**src/hw/rtl/lodh_pkg.sv**
```systemverilog
// Shared constants, types and helper functions for the level-of-detail selector.
package lodh_pkg;

  localparam int NUM_CELLS   = 1024;
  localparam int MAX_LEVEL   = 6;
  localparam int QUEUE_DEPTH = 2;

  localparam int RANGE_W    = 32;
  localparam int FRAC_W     = 16;
  localparam int IDX_W      = 10;
  localparam int OUT_LVL_W  = 3;
  localparam int CFG_IDX_W  = 1;
  localparam int CFG_DATA_W = 32;

  localparam int LVL_W   = $clog2(MAX_LEVEL + 1);
  localparam int CELL_AW = (NUM_CELLS > 1) ? $clog2(NUM_CELLS) : 1;
  localparam int QPTR_W  = (QUEUE_DEPTH > 1) ? $clog2(QUEUE_DEPTH) : 1;

  localparam longint POW3_MAX = 3 ** MAX_LEVEL;
  localparam int     POW3_W   = $clog2(POW3_MAX + 1);
  localparam int     RPROD_W  = RANGE_W + POW3_W;

  // Boundaries saturate at 2^48, so one extra bit above 48.
  localparam int BOUND_W = 49;
  localparam int BMUL_W  = BOUND_W - 1;
  localparam logic [BOUND_W-1:0] BOUND_SAT = {1'b1, {BMUL_W{1'b0}}};

  localparam int LO_W   = 32 + FRAC_W;
  localparam int HI_W   = (BMUL_W - 32) + FRAC_W;
  localparam int PROD_W = BMUL_W + FRAC_W;

  typedef enum logic [CFG_IDX_W-1:0] {
    CFG_BASE_RANGE = 1'b0,
    CFG_HYST_FRAC  = 1'b1
  } cfg_reg_e;

  typedef enum logic [2:0] {
    BK_INIT,
    BK_IDLE,
    BK_READ,
    BK_MUL_LO,
    BK_MUL_HI,
    BK_DECIDE,
    BK_CLEAR,
    BK_EMIT
  } bk_state_e;

  typedef struct packed {
    logic               is_clear;
    logic               in_table;
    logic [IDX_W-1:0]   idx;
    logic [RANGE_W-1:0] range;
    logic [LVL_W-1:0]   nominal;
  } item_t;

  // 3^k for k in 0..MAX_LEVEL, as a small constant table.
  function automatic logic [POW3_W-1:0] pow3(input logic [LVL_W-1:0] k);
    logic [POW3_W-1:0] p;
    logic [POW3_W-1:0] res;
    p   = POW3_W'(1);
    res = '0;
    for (int i = 0; i <= MAX_LEVEL; i++) begin
      if (LVL_W'(i) == k) begin
        res = p;
      end
      p = POW3_W'(p * POW3_W'(3));
    end
    return res;
  endfunction

  // r0 * 3^k, saturated at 2^48.
  function automatic logic [BOUND_W-1:0] bound_of(input logic [RANGE_W-1:0] r0,
                                                  input logic [LVL_W-1:0]   k);
    logic [RPROD_W-1:0] p;
    p = RPROD_W'(r0) * RPROD_W'(pow3(k));
    if (64'(p) >= 64'(BOUND_SAT)) begin
      return BOUND_SAT;
    end
    return BOUND_W'(p);
  endfunction

endpackage

```
**src/hw/rtl/lodh_front.sv**
```systemverilog
// Front end: takes input beats, computes the nominal level and classifies the item.
module lodh_front (
  input  logic                          in_valid_i,
  output logic                          in_ready_o,
  input  logic                          func_i,
  input  logic [lodh_pkg::IDX_W-1:0]    cell_index_i,
  input  logic [lodh_pkg::RANGE_W-1:0]  slant_range_i,
  input  logic [lodh_pkg::RANGE_W-1:0]  base_range_i,
  input  logic                          sweep_busy_i,
  output logic                          push_valid_o,
  input  logic                          push_ready_i,
  output lodh_pkg::item_t               push_data_o
);

  logic [lodh_pkg::LVL_W-1:0] nominal;
  logic [lodh_pkg::LVL_W-1:0] above_cnt;

  // The boundaries rise with k, so at or above base_range the level is one plus
  // the number of upper boundaries that the range reaches; below it, it is 0.
  always_comb begin
    above_cnt = '0;
    for (int j = 1; j < lodh_pkg::MAX_LEVEL; j++) begin
      if (lodh_pkg::BOUND_W'(slant_range_i) >=
          lodh_pkg::bound_of(base_range_i, lodh_pkg::LVL_W'(j))) begin
        above_cnt = above_cnt + lodh_pkg::LVL_W'(1);
      end
    end
    if (slant_range_i < base_range_i) begin
      nominal = '0;
    end else begin
      nominal = above_cnt + lodh_pkg::LVL_W'(1);
    end
  end

  assign in_ready_o   = push_ready_i && !sweep_busy_i;
  assign push_valid_o = in_valid_i && !sweep_busy_i;

  always_comb begin
    push_data_o          = '0;
    push_data_o.is_clear = func_i;
    push_data_o.in_table = (32'(cell_index_i) < 32'(lodh_pkg::NUM_CELLS));
    push_data_o.idx      = cell_index_i;
    push_data_o.range    = slant_range_i;
    push_data_o.nominal  = nominal;
  end

endmodule

```
**config.mk**
```make
export PLATFORM = sky130hd
export DESIGN_NAME = lodh_front
export DESIGN_NICKNAME = d
export VERILOG_FILES = /design/src/hw/rtl/lodh_pkg.sv /design/src/hw/rtl/lodh_front.sv
export SDC_FILE = /design/constraint.sdc
export NUM_CORES = 1
export LEC_CHECK = 0
export BUFFER_PORTS_ARGS = -buffer_cell sky130_fd_sc_hd__buf_2
export CAP_MARGIN = 40
export CORE_MARGIN = 5
export CORE_UTILIZATION = 50
export DETAILED_ROUTE_END_ITERATION = 16
export PLACE_DENSITY = 0.67
export SLEW_MARGIN = 20
export SYNTH_ARGS = -nofsm -noshare
export SYNTH_HDL_FRONTEND = slang
export SYNTH_SLANG_ARGS = --single-unit
```
**constraint.sdc**
```tcl
create_clock -name vclk -period 16.6
set_input_delay 0.83 -clock vclk [all_inputs]
set_output_delay 0.83 -clock vclk [all_outputs]
set_load 0.05 [all_outputs]
```
==> metrics <==
die area roughly 46000 sq um; Hold Path Class in2out; syn_nets ~3300; CP top delay family adder cells; post-cts hold buffer count 0; Setup crit end kind primary output; slowest stage delay, CP between 0.5 and 0.6 ns; clock power share 0; worst-margin pin slew around 0.87 ns; commonest cells after routing, fill and taps aside ha_1, inv_1, fa_1; Max Freq roughly 91 MHz; post-route ant nets 0; row count 74; routed vias/inst a little under 6; Nets 3312; crit path DAT approximately 10 ns; clkbuf count 0; GRT Total Usage 0.273; most common cell after layout, fill and taps aside ha_1; Post-Syn Area 20700 sq um; first-pass GRT wire length a little under 100000 microns; Max-Cap Viols 0; sequential fraction of the synthesis area 0; worst path buffer plus inverter count 4; I/O pins roughly 130; fraction of layout cells with a size suffix above 1 0.0544; Gates resized, CTS repair 0; Die Height about 210 microns; Synth Warn # 0; fin crit share 0.659; Mean Syn Cell Area roughly 8.4 sq um; sequential cells 0; Die W roughly 210 microns; setup bufs post-CTS 0; Overflow after GRT 0; run status complete, no violations; DPL Wire Length about 55000 microns; Psw between 1.5 and 2 mW; antenna violations before repair 2; peak supply drop about 0.11 mV; max-slew violations 0; CP startpoint kind input pin; Routed wire per std cell between 20 and 25 microns; vias in the first global route 18200; Crit path required time 15.77 ns; initial core utilization 0.507; dpl cells ~3000; power density over the cells 134 nW/um^2; final setup fails 0; RSZ-0062 raised after global routing false; RePlAce Congestion about 0.95; Reg power frac 0; vias post-DR roughly 18000; non-filler cells in the finished layout 3034; Sum Neg Setup Slack 0 ns; P_leak 11.5 nW; crit-path max FO 13; drt total wl a little over 60000 microns; initial detailed-routing violation count between 1000 and 1500; most frequent CP cell ha_1; Fin. Hold Viols 0; Power Internal 1.18 mW; synth-to-layout area growth 3.71%; worst relative slew slack 0.404; count of input and output buffers between 100 and 150; Core ar. approximately 41000 sq um; synth unique cells 89; minimum clock period 10.94 ns; Net Sw Frac 0.589; Mapped Cells approximately 2500; CP max stage cell o21ai_1; Setup CP Type in2out; drt drc 0; Hold Slack 1.66 ns; largest net degree at the start of global routing 20; DRT Pass-1 Iters 5; Combinational Power Share 1.000; Storage cell area 0 sq um
==> cell families (layout without fill, tap and decap cells) <==
group,Yosys count,after routing,share of synthesized area
AOI/OAI and AO/OA,629,629,0.201
xor gates and xnor gates,146,146,0.0631
adders and majority gates,731,731,0.522
buffers and inverters,513,548,0.101
muxes,11,11,0.00555
other,1,2,0.000181
and+or+nand+nor,435,435,0.107
==> power by group through the flow <==
stage	Sequential (mW)	Combinational [mW]	Clock [mW]
global placement	0	2.78	0
CTS	0	2.85	0
floorplan	0	2.17	0
finish	0	2.87	0.00000000807
detailed placement	0	2.83	0
global route	0	3.24	0
==> per-stage QoR <==
stage / utilization / power, mW / setup WS [ns] / area, sq um
after floorplan: - / 2.17 / 7.22 / 20700
final: 0.526 / 2.87 / 5.66 / 21500
after global routing: 0.526 / 3.24 / 5.21 / 21500
after global placement: 0.525 / 2.78 / 5.79 / 21500
after CTS: 0.525 / 2.85 / 5.64 / 21500
after detailed placement: 0.525 / 2.83 / 5.69 / 21500
==> layer usage <==
layer	vias to the layer above	wire length, microns	track usage
met1	8609	26600	0.347
met4	6	3230	0.110
li1	8644	-	-
met2	520	29400	0.479
met5	-	34	0
met3	157	3100	0.0244
==> cell type report <==
cell class / count / area, sq um
timing repair buffer: 107 / 541
antenna: 1 / 2.50
fill: 4013 / 19400
inverter: 441 / 1660
tap: 532 / 666
multi-input combinational: 1953 / 18700
==> path summary, 6_finish.rpt <==
path,start,to,cells past startpoint
max,base_range_i[9],push_data_o[2],35
min,cell_index_i[0],push_data_o[35],0
==> synth_stat cells, drive strengths merged, types with 12 or more instances <==
cell | n | area [sq um]
clkbuf | 24 | 90.1
o21a | 26 | 195
a21o | 115 | 865
xor2 | 55 | 497
o211ai | 18 | 150
nand2b | 22 | 138
o31ai | 14 | 119
nor2b | 18 | 113
o21bai | 18 | 135
xnor2 | 90 | 788
a211oi | 30 | 230
o21ai | 99 | 495
nand3 | 40 | 200
inv | 441 | 1660
buf | 48 | 348
a31oi | 32 | 200
a21oi | 177 | 893
nand2 | 117 | 439
nor3 | 28 | 151
and3 | 19 | 124
or3 | 12 | 75.1
nor2 | 85 | 319
fa | 225 | 4500
ha | 506 | 6330
nand4 | 50 | 328
Power figures use the tool's default switching activity.
