[config.mk]
export PLATFORM = sky130hd
export DESIGN_NAME = lodh_queue
export DESIGN_NICKNAME = d
export VERILOG_FILES = /design/src/hw/rtl/lodh_pkg.sv /design/src/hw/rtl/lodh_queue.sv
export SDC_FILE = /design/constraint.sdc
export NUM_CORES = 1
export LEC_CHECK = 0
export BUFFER_PORTS_ARGS = -buffer_cell sky130_fd_sc_hd__buf_4
export CAP_MARGIN = 10
export CELL_PAD_IN_SITES_DETAIL_PLACEMENT = 1
export CELL_PAD_IN_SITES_GLOBAL_PLACEMENT = 2
export CORE_ASPECT_RATIO = 1.25
export CORE_MARGIN = 2
export CORE_UTILIZATION = 34
export CTS_CLUSTER_SIZE = 14
export DETAILED_ROUTE_END_ITERATION = 12
export GPL_ROUTABILITY_DRIVEN = 0
export PLACE_DENSITY = 0.76
export SETUP_SLACK_MARGIN = 0.5
export SLEW_MARGIN = 20
export SYNTH_ARGS = -nofsm -noshare
export SYNTH_HDL_FRONTEND = slang
export SYNTH_SLANG_ARGS = --single-unit
[constraint.sdc]
create_clock -name clk_i -period 3.17 [get_ports clk_i]
set_clock_uncertainty 0.15 [all_clocks]
set_input_delay 0.4755 -clock clk_i [delete_from_list [all_inputs] [get_ports clk_i]]
set_output_delay 0.4755 -clock clk_i [all_outputs]
set_load 0.01 [all_outputs]
[src/hw/rtl/lodh_pkg.sv]
// Shared constants, types and helper functions for the level-of-detail selector.
package lodh_pkg;

  localparam int NUM_CELLS   = 1024;
  localparam int MAX_LEVEL   = 6;
  localparam int QUEUE_DEPTH = 2;

  localparam int RANGE_W    = 32;
  localparam int FRAC_W     = 16;
  localparam int IDX_W      = 10;
  localparam int OUT_LVL_W  = 3;
  localparam int CFG_IDX_W  = 1;
  localparam int CFG_DATA_W = 32;

  localparam int LVL_W   = $clog2(MAX_LEVEL + 1);
  localparam int CELL_AW = (NUM_CELLS > 1) ? $clog2(NUM_CELLS) : 1;
  localparam int QPTR_W  = (QUEUE_DEPTH > 1) ? $clog2(QUEUE_DEPTH) : 1;

  localparam longint POW3_MAX = 3 ** MAX_LEVEL;
  localparam int     POW3_W   = $clog2(POW3_MAX + 1);
  localparam int     RPROD_W  = RANGE_W + POW3_W;

  // Boundaries saturate at 2^48, so one extra bit above 48.
  localparam int BOUND_W = 49;
  localparam int BMUL_W  = BOUND_W - 1;
  localparam logic [BOUND_W-1:0] BOUND_SAT = {1'b1, {BMUL_W{1'b0}}};

  localparam int LO_W   = 32 + FRAC_W;
  localparam int HI_W   = (BMUL_W - 32) + FRAC_W;
  localparam int PROD_W = BMUL_W + FRAC_W;

  typedef enum logic [CFG_IDX_W-1:0] {
    CFG_BASE_RANGE = 1'b0,
    CFG_HYST_FRAC  = 1'b1
  } cfg_reg_e;

  typedef enum logic [2:0] {
    BK_INIT,
    BK_IDLE,
    BK_READ,
    BK_MUL_LO,
    BK_MUL_HI,
    BK_DECIDE,
    BK_CLEAR,
    BK_EMIT
  } bk_state_e;

  typedef struct packed {
    logic               is_clear;
    logic               in_table;
    logic [IDX_W-1:0]   idx;
    logic [RANGE_W-1:0] range;
    logic [LVL_W-1:0]   nominal;
  } item_t;

  // 3^k for k in 0..MAX_LEVEL, as a small constant table.
  function automatic logic [POW3_W-1:0] pow3(input logic [LVL_W-1:0] k);
    logic [POW3_W-1:0] p;
    logic [POW3_W-1:0] res;
    p   = POW3_W'(1);
    res = '0;
    for (int i = 0; i <= MAX_LEVEL; i++) begin
      if (LVL_W'(i) == k) begin
        res = p;
      end
      p = POW3_W'(p * POW3_W'(3));
    end
    return res;
  endfunction

  // r0 * 3^k, saturated at 2^48.
  function automatic logic [BOUND_W-1:0] bound_of(input logic [RANGE_W-1:0] r0,
                                                  input logic [LVL_W-1:0]   k);
    logic [RPROD_W-1:0] p;
    p = RPROD_W'(r0) * RPROD_W'(pow3(k));
    if (64'(p) >= 64'(BOUND_SAT)) begin
      return BOUND_SAT;
    end
    return BOUND_W'(p);
  endfunction

endpackage

[src/hw/rtl/lodh_queue.sv]
// Short FIFO of classified items between the front end and the back end.
module lodh_queue (
  input  logic            clk_i,
  input  logic            rst_ni,
  input  logic            push_valid_i,
  output logic            push_ready_o,
  input  lodh_pkg::item_t push_data_i,
  output logic            pop_valid_o,
  input  logic            pop_ready_i,
  output lodh_pkg::item_t pop_data_o
);

  lodh_pkg::item_t               entry_q [lodh_pkg::QUEUE_DEPTH];
  logic [lodh_pkg::QPTR_W-1:0]   wr_ptr_q, wr_ptr_d;
  logic [lodh_pkg::QPTR_W-1:0]   rd_ptr_q, rd_ptr_d;
  logic [lodh_pkg::QPTR_W:0]     count_q, count_d;
  logic                          push, pop;

  assign push_ready_o = (count_q != (lodh_pkg::QPTR_W + 1)'(lodh_pkg::QUEUE_DEPTH));
  assign pop_valid_o  = (count_q != '0);
  assign pop_data_o   = entry_q[rd_ptr_q];
  assign push         = push_valid_i && push_ready_o;
  assign pop          = pop_valid_o && pop_ready_i;

  always_comb begin
    wr_ptr_d = wr_ptr_q;
    rd_ptr_d = rd_ptr_q;
    count_d  = count_q;
    if (push) begin
      wr_ptr_d = (wr_ptr_q == lodh_pkg::QPTR_W'(lodh_pkg::QUEUE_DEPTH - 1)) ?
                 '0 : wr_ptr_q + lodh_pkg::QPTR_W'(1);
    end
    if (pop) begin
      rd_ptr_d = (rd_ptr_q == lodh_pkg::QPTR_W'(lodh_pkg::QUEUE_DEPTH - 1)) ?
                 '0 : rd_ptr_q + lodh_pkg::QPTR_W'(1);
    end
    if (push && !pop) begin
      count_d = count_q + (lodh_pkg::QPTR_W + 1)'(1);
    end else if (pop && !push) begin
      count_d = count_q - (lodh_pkg::QPTR_W + 1)'(1);
    end
  end

  always_ff @(posedge clk_i or negedge rst_ni) begin
    if (!rst_ni) begin
      wr_ptr_q <= '0;
      rd_ptr_q <= '0;
      count_q  <= '0;
    end else begin
      wr_ptr_q <= wr_ptr_d;
      rd_ptr_q <= rd_ptr_d;
      count_q  <= count_d;
    end
  end

  always_ff @(posedge clk_i) begin
    if (push) begin
      entry_q[wr_ptr_q] <= push_data_i;
    end
  end

endmodule

==> flow_summary.toml <==
[power_and_ir_drop]
irDropWorstVdd_mv = 0.552
p_leak_nw = 1.88
p_sw_frac = 0.276
pwr-share-clk = 0.235
p_seq_frac = 0.434
powerDensity_mw_per_mm2 = 902
p_comb_frac = 0.331
p_sw_mw = 1.22
p_int_mw = 3.19
total_power_mw = 4.41

[timing]
fmax_ghz = 0.402
final_max_slew_viol_count = 0
fin_setup_tns_ps = 0
fin_crit_sh = 0.785
grt_setup_unrepaired = "no"
hold_viol_final = 0
holdWs_ps = 174
worst_pin_slew_ps = 541
slew_headroom = 0.639
setup_slack_ps = 682
layout_min_cycle_time_ps = 2490
setup_violations = 0

[critical_path]
cp.depth = 3
required_ps = 2540
cp_cell_sequence = "buf_12 -> mux2_2 -> buf_4"
worstPathMaxFanout = 28
cpPeakStageDelay_ps = 720
slowest_stage = "dfrtp_2"
startpoint = "rd_ptr_q"
crit_arrival_ps = 1860
r2r-start = "count_q[0]"
reg2reg_depth = 3
critPathLaunchType = "flip-flop"
path_buf_inv = 2
crit_family = "flip-flops"
crit_type = "flip-flop to primary output"
end_kind = "primary output"

[synthesis]
post-synth-top-area-cell = "edfxtp_1"
syn_area_mm2 = 0.00366
synth_ff_type = "edfxtp_1"
synthesis.nets = 216
yosysSeqAreaShare = 0.798
post_synth.cell_area_avg_um2 = 22.3
yosysMostFrequentCell = "edfxtp_1"
yosysWarnings = 0
syn-instance-count = 164
async_reset_ff_frac = 0.0408
synth-seq-cells = 98
netlist.area_leader.share = 0.770
synth_area_leaders = "edfxtp_1 (77%), mux2_2 (8.3%), mux2_4 (8.2%)"
yosysUniqueCellTypes = 15
yosys-top-cells-count = "edfxtp_1 (94), mux2_2 (27), mux2_4 (20)"
synth_edf_count = 94

[global_routing]
first_global_vias = 2048
grt_max_degree = 36
use_met1 = 0.129
grt_pass1_wl_um = 10500
grt-busiest-layer = "met2"
met3_usage = 0.0489
use_met2 = 0.206
antenna_found_initial = 0
grt.overflow.total = 0
grtUsageTotal = 0.119

[placement]
preCtsSetupSlack_ps = 993
dp.cells = 394
placed_area_mm2 = 0.00459
io_buffers = 99
dpl.hpwl_um = 4690

[floorplan]
start_util = 0.347
ios = 100
die_x_um = 96.9
coreArea_mm2 = 0.0106
rows = 42
dieHeight_um = 120
die_area_mm2 = 0.0116

[worst_hold_path]
hp-start = "push_data_i[35]"
holdPathStages = 1
worst_hold_path_type = "input port to flip-flop"

[detailed_routing]
ant_nets = 0
drtIter0Drc = 53
drt_first_pass_iters = 4
totalWireLength_um = 6640
drc = 0
vias_per_cell = 4.47
num_vias = 1834
wl_per_cell_um = 16.2

[clock_network]
holdBufCountCts = 1
numCtsBuffers = 9
root_buffer = "clkbuf_16"
clk_latency_ps = 330
cts_tree = "yes"
cts_resized = 0
htreeDepth = 3
clk_pin_slew_ps = 60
post_cts_buffers = 0
cts_num_sinks = 98
cts.path.max_buffers = 2

[job]
max-cap-violations = 0

[layout]
num_antenna_cells = 0
design_area_mm2 = 0.00489
fin_util = 0.463
fin_cells = 410
area_growth_syn_to_layout_pct = 33.4
drive_above_1_share = 0.601
fin_nets = 326

[outcome]
status = "complete, no violations"
==> kinds of logic (layout without fill, tap and decap cells) <==
| group | count (synthesis) | count (layout) | synth area share |
|---|---|---|---|
| XOR/XNOR | 5 | 5 | 0.0120 |
| AND/OR/NAND/NOR | 7 | 7 | 0.00922 |
| adder cells (fa/ha/maj) | 1 | 1 | 0.00341 |
| buffers and inverters | 6 | 120 | 0.0130 |
| flip-flops | 98 | 98 | 0.798 |
| multiplexers | 47 | 47 | 0.165 |
==> cells in the final DEF (no fill, tap or decap), drive strengths merged <==
master,count
buf,103
edfxtp,94
mux2,47
clkbuf,9
dfrtp,4
xnor2,3
clkinv,3
nand2,2
xor2,2
clkinvlp,2
nor2,2
nand2b,1
inv,1
or2,1
and3,1
ha,1
bufinv,1
dlygate4sd3,1
==> layout make-up <==
cell class / instances / area, um^2
well taps: 132 / 165
repair buffers: 104 / 808
clock inverters: 6 / 58.8
multi-input cells: 60 / 703
clock buffers: 9 / 225
fillers: 1021 / 5670
inverters: 1 / 3.75
flip-flops and latches: 98 / 2920
==> flip-flops by register name (all words and copies together), names as in the netlist <==
name and cells:
wr_ptr_q 1, rd_ptr_q 1, count_q 2, entry_q 94
==> worst register-to-register path: cells and delay by family (launching register included) <==
family	cells	cell delay, ps
buf+inv	1	350
flops	1	400
simple gates	2	660
==> power groups by stage <==
stage	Clock, mW	Sequential (mW)	Combinational (mW)
2_1_floorplan	0	1.87	0.912
5_1_grt	1.11	1.95	1.57
3_3_place_gp	0	1.93	1.48
3_5_place_dp	0	1.95	1.50
4_1_cts	1.07	1.92	1.50
6_report	1.04	1.91	1.46
==> final timing paths <==
path                            slack [ps]              to
worst min register to register         360      count_q[1]
worst min-delay path                   170  entry_q[1][35]
worst max-delay path                   680  pop_data_o[34]
worst max register to register        1290   entry_q[1][5]
min in group asynchronous              320      count_q[0]
max in group asynchronous             2440        rd_ptr_q
==> layer usage <==
| layer | vias to the layer above | wire (um) | share of wire |
|---|---|---|---|
| met3 | 11 | 422 | 0.064 |
| li1 | 856 | - | - |
| met2 | 61 | 3560 | 0.54 |
| met1 | 906 | 2510 | 0.38 |
| met4 | 0 | 144 | 0.022 |
| met5 | - | 0 | 0 |
(Power assumes the default switching activity.)
